### config.mk
export PLATFORM = sky130hd
export DESIGN_NAME = qrs_sqrt
export DESIGN_NICKNAME = d
export VERILOG_FILES = /design/src/rtl/core/qrs_pkg.sv /design/src/rtl/core/qrs_sqrt.sv
export SDC_FILE = /design/constraint.sdc
export NUM_CORES = 2
export LEC_CHECK = 0
export ABC_CLOCK_PERIOD_IN_PS = 6800
export BUFFER_PORTS_ARGS = -buffer_cell sky130_fd_sc_hd__buf_2
export CAP_MARGIN = 20
export CORE_ASPECT_RATIO = 0.75
export CORE_UTILIZATION = 60
export DETAILED_ROUTE_END_ITERATION = 8
export PLACE_DENSITY = 0.86
export REMOVE_ABC_BUFFERS = 1
export SYNTH_ARGS = -nofsm -noshare
export SYNTH_HDL_FRONTEND = slang
export SYNTH_SLANG_ARGS = --single-unit
### constraint.sdc
create_clock -name clock -period 6.8 [get_ports clock]
set_clock_uncertainty 0.1 [all_clocks]
set_input_delay 0.68 -clock clock [delete_from_list [all_inputs] [get_ports clock]]
set_output_delay 0.68 -clock clock [all_outputs]
set_load 0.01 [all_outputs]
### src/rtl/core/qrs_pkg.sv
`timescale 1ns / 1ps

package qrs_pkg;

   localparam int SQRT_STAGES = 25;
   localparam int RAD_W       = 2 * SQRT_STAGES;
   localparam int REM_W       = SQRT_STAGES + 3;
   localparam int NUM_W       = 34;
   localparam int DEN_W       = 17;
   localparam int DREM_W      = DEN_W + 1;

   typedef enum logic [2:0] {
      KIND_NO_REAL  = 3'd0,
      KIND_LINEAR   = 3'd1,
      KIND_DOUBLE   = 3'd2,
      KIND_TWO      = 3'd3,
      KIND_INFINITE = 3'd4,
      KIND_NO_SOL   = 3'd5
   } kind_type;

   typedef struct packed {
      kind_type           kind;
      logic signed [15:0] a;
      logic signed [15:0] b;
      logic signed [15:0] c;
   } sq_meta_type;

   typedef struct packed {
      kind_type kind;
      logic     neg_first;
      logic     neg_second;
   } dv_meta_type;

endpackage

### src/rtl/core/qrs_sqrt.sv
`timescale 1ns / 1ps

// Floor square root, one result bit per stage.
module qrs_sqrt (
   input  logic                                  clock,
   input  logic                                  reset,
   input  logic                                  advance,
   input  logic                                  in_valid,
   input  logic [qrs_pkg::RAD_W-1:0]             in_rad,
   input  qrs_pkg::sq_meta_type                  in_meta,
   output logic                                  out_valid,
   output logic [qrs_pkg::SQRT_STAGES-1:0]       out_root,
   output qrs_pkg::sq_meta_type                  out_meta
);

   localparam int N = qrs_pkg::SQRT_STAGES;

   logic [N-1:0]                    valid_ff;
   logic [qrs_pkg::RAD_W-1:0]       rad_ff  [N];
   logic [qrs_pkg::RAD_W-1:0]       rad_in  [N];
   logic [qrs_pkg::REM_W-1:0]       rem_ff  [N];
   logic [qrs_pkg::REM_W-1:0]       rem_in  [N];
   logic [N-1:0]                    root_ff [N];
   logic [N-1:0]                    root_in [N];
   qrs_pkg::sq_meta_type            meta_ff [N];

   always_comb begin : step
      logic [qrs_pkg::RAD_W-1:0] p_rad;
      logic [qrs_pkg::REM_W-1:0] p_rem;
      logic [N-1:0]              p_root;
      logic [qrs_pkg::REM_W-1:0] shifted;
      logic [qrs_pkg::REM_W-1:0] trial;
      for (int i = 0; i < N; i++) begin
         if (i == 0) begin
            p_rad  = in_rad;
            p_rem  = '0;
            p_root = '0;
         end else begin
            p_rad  = rad_ff[i-1];
            p_rem  = rem_ff[i-1];
            p_root = root_ff[i-1];
         end
         shifted = {p_rem[qrs_pkg::REM_W-3:0], p_rad[qrs_pkg::RAD_W-1 -: 2]};
         trial   = {1'b0, p_root, 2'b01};
         if (shifted >= trial) begin
            rem_in[i]  = shifted - trial;
            root_in[i] = {p_root[N-2:0], 1'b1};
         end else begin
            rem_in[i]  = shifted;
            root_in[i] = {p_root[N-2:0], 1'b0};
         end
         rad_in[i] = {p_rad[qrs_pkg::RAD_W-3:0], 2'b00};
      end
   end

   always_ff @(posedge clock) begin
      if (reset) begin
         valid_ff <= '0;
      end else if (advance) begin
         valid_ff <= {valid_ff[N-2:0], in_valid};
      end
   end

   always_ff @(posedge clock) begin
      if (advance) begin
         for (int i = 0; i < N; i++) begin
            rad_ff[i]  <= rad_in[i];
            rem_ff[i]  <= rem_in[i];
            root_ff[i] <= root_in[i];
            meta_ff[i] <= (i == 0) ? in_meta : meta_ff[(i == 0) ? 0 : i-1];
         end
      end
   end

   assign out_valid = valid_ff[N-1];
   assign out_root  = root_ff[N-1];
   assign out_meta  = meta_ff[N-1];

endmodule

==> impl_metrics.tcl <==
set metrics [dict create \
    clock_sink_count 2814 \
    max_root_sink_buffers 4 \
    cts.root.buffer_cell "clkbuf_16" \
    place.port_buffers 181 \
    grt_max_degree 197 \
    place_congestion 0.905 \
    relative_contribution_of_sequential_cells_to_total_power 0.529 \
    period_share 0.639 \
    power_uw 41500 \
    power.share.combinational 0.124 \
    grt_overflow_total 0 \
    status "finished, final reports clean" \
    area_share_of_the_leading_cell_type_in_the_synthesized_netlist 0.767 \
    grt_util_met1 0.295 \
    yosysTopAreaCell "edfxtp_1" \
    tritoncts.num_buffers 275 \
    num_io_pins 182 \
    critical_path.startpoint_type "register" \
    post_cts.resized_instances 0 \
    synth_edf_count 2789 \
    floorplan.die.width_um 494 \
    routed_wl_mm 189 \
    routed_via_density 5.63 \
    switching_pwr_uw 10100 \
    grt_setup_unrepaired "no" \
    share_clk_of_total_power 0.346 \
    ys.warnings.count 0 \
    depth_of_the_cts_h_tree 5 \
    max_freq_ghz 0.230 \
    cellPowerDensity_mw_per_mm2 338 \
    yosysSeqAreaShare 0.772 \
    max_cap_viol_count 0 \
    postLayoutSetupSlackWorst_ns 2.45 \
    overall_die_area_mm2 0.184 \
    drtAntennaViolNets 0 \
    grt_antenna_before_repair 2 \
    critical_path.endpoint_type "register" \
    final_hold_viol_count 0 \
    synth_top_cells_by_area "edfxtp_1 77%, ha_1 4.0%, xnor2_1 2.2%" \
    postSynthAreaPerCell_um2 16.3 \
    power_leakage_uw 0.0452 \
    vdd_drop_max_mv 0.344 \
    clk_latency_ns 0.93 \
    grt_most_used_layer "met2" \
    hp-class "in -> reg" \
    dp_hpwl_mm 117 \
    layout.cells.most_common "edfxtp_1" \
    timing.final.max_slew_violations 0 \
    drt_first_pass_iters 8 \
    num_rows 135 \
    critPathKind "reg -> reg" \
    synth-seq-cells 2814 \
    intPower_uw 31400 \
    post-route-min-period_ns 4.35 \
    syn_inst 6699 \
    coreArea_mm2 0.181 \
    start_util 0.604 \
    grtUsageMet3 0.0340 \
    required_arrival_time_at_the_worst_endpoint_ns 7.28 \
    async_flop_share 0 \
    most_used_flip_flop_cell_after_synthesis "edfxtp_1" \
    hold_path_startpoint "reset" \
    layout_common_cells "2789 x edfxtp_1, 434 x inv_1, 352 x ha_1" \
    rr_startpoint "root_ff[0][302]" \
    drt-initial-drc-count 4915 \
    sw_frac_of_total 0.243 \
    route.detailed.drc 0 \
    synthToLayoutAreaGrowth_pct 12.3 \
    crit_start "root_ff[0][302]" \
    dpl_worst_slack_ns 2.55 \
    tritoncts "built" \
    worst_hold_slack_ns 0.0990 \
    max_fanout_on_critical_path 15 \
    routed_wire_length_per_instance_um 19.3 \
    n_fill_cell 11651 \
    cts.reportedPaths.clkPinSlew_ns 0.07 \
    via_count 55095 \
    setup_viol 0 \
    grtUsageTotal 0.205 \
    die-height_um 371 \
    grt_pass1_vias 54650 \
    final.setup.tns_ns 0 \
    max_slew_margin 0.107 \
    crit_arrival_ns 4.82 \
    synth_area_mm2 0.109 \
    wire_length_of_the_first_global_routing_pass_mm 296 \
    post_synth_num_cell_types 83 \
    final_nets 7656 \
    max_slew.worst_pin.slew_ns 1.33 \
    drive_gt1_frac 0.0937 \
    gr-usage-met2 0.328 \
]
## cell families after synthesis
family                   after synthesis  synth area share
buffers and inverters                551            0.0198
multiplexers                          75           0.00737
flip-flops                          2814             0.772
other                                  1         0.0000344
adder cells (fa/ha/maj)              352            0.0404
XOR/XNOR                             469            0.0376
AND/OR/NAND/NOR                     1377            0.0625
AO/OA/AOI/OAI                       1060            0.0604
## stage by stage
step | cells | utilization | instance area (µm²)
6_report | 9785 | 0.679 | 123000
5_1_grt | 9785 | 0.679 | 123000
4_1_cts | 9780 | 0.679 | 123000
3_5_place_dp | 9212 | 0.627 | 113000
3_3_place_gp | 9211 | 0.627 | 113000
2_1_floorplan | 6583 | - | 109000
## worst max-delay path, cell delays in order (launching register included)
cell and delay, ns:
edfxtp_1 0.36, inv_1 0.06, ha_1 0.37, a21oi_1 0.22, nor4b_1 0.37, a21oi_1 0.18, o31a_1 0.30, o211ai_1 0.15
and2_0 0.70, inv_1 0.46, o311ai_0 0.31, clkbuf_2 0.27, nor4_1 0.09, xor2_1 0.15
## power by group through the flow
| stage | logic, µW | registers, µW | clock network (µW) |
|---|---|---|---|
| after floorplan | 3550 | 21900 | 0 |
| after global placement | 4890 | 22200 | 0 |
| after detailed placement | 5010 | 22300 | 0 |
| after CTS | 5100 | 21900 | 14700 |
| after global routing | 5700 | 22100 | 15400 |
| final | 5160 | 22000 | 14400 |
## state kept, by name (all words and copies together) (netlist names)
register  cells
meta_ff    1275
rad_ff      600
rem_ff      589
root_ff     325
valid_ff     25
## synth_stat cells (5+ instances only)
library cell and count:
a21oi_1 316, and3_1 26, a211oi_1 43, o21bai_1 23, and4_1 10, ha_1 352
inv_1 434, nor2b_1 57, or2_2 24, a21o_1 152, buf_4 25, o2111ai_1 5
nand3_1 99, o31ai_1 26, o21ai_0 271, o311ai_0 7, xor2_1 201, nand3b_1 21
nand2b_1 76, o41ai_1 6, mux2i_1 32, o211ai_1 14, nor3b_1 12, o31a_1 6
a211o_1 9, nand4b_1 9, clkbuf_1 85, nand2_1 349, or3_1 42, or4_1 22
nor4b_1 9, nor2_1 346, nor4_1 65, xnor2_1 268, nor3_1 114, edfxtp_1 2789
and2_1 18, nand4_1 61, o21a_1 84, mux2_2 43, a31oi_1 27, a2111oi_0 9
a21boi_0 8, dfxtp_1 25
## metal layers
metal / vias to the layer above / share of wire
met3: 336 / 0.055
met2: 1587 / 0.47
li1: 26215 / -
met5: - / 0.000058
met4: 2 / 0.022
met1: 26955 / 0.45
## cell type report
cell class              instances  area [µm²]  area share
well taps                    2397        3000      0.0245
multi-input cells            3334       22800       0.186
clock inverters               139        1150     0.00942
clock buffers                 326        7170      0.0585
inverters                     435        1630      0.0133
repair buffers                339        2620      0.0214
flip-flops and latches       2814       84300       0.687
diodes                          1        2.50   0.0000204
## what timing repair did
item | CTS | global route
endpoints found under the hold margin | 103 | 0
setup buffers | 0 | 0
setup endpoints to repair | 0 | 0
hold buffers | 103 | 0
## final timing paths
check / to / slack (ns) / depth (start not counted)
worst max-delay path: rem_ff[1][159] / 2.45 / 13
worst max register to register: rem_ff[1][159] / 2.45 / 13
worst min-delay path: valid_ff[8] / 0.1 / 2
worst min register to register: rad_ff[0][130] / 0.29 / 0
Note: power is estimated with default switching activity, not from simulation.
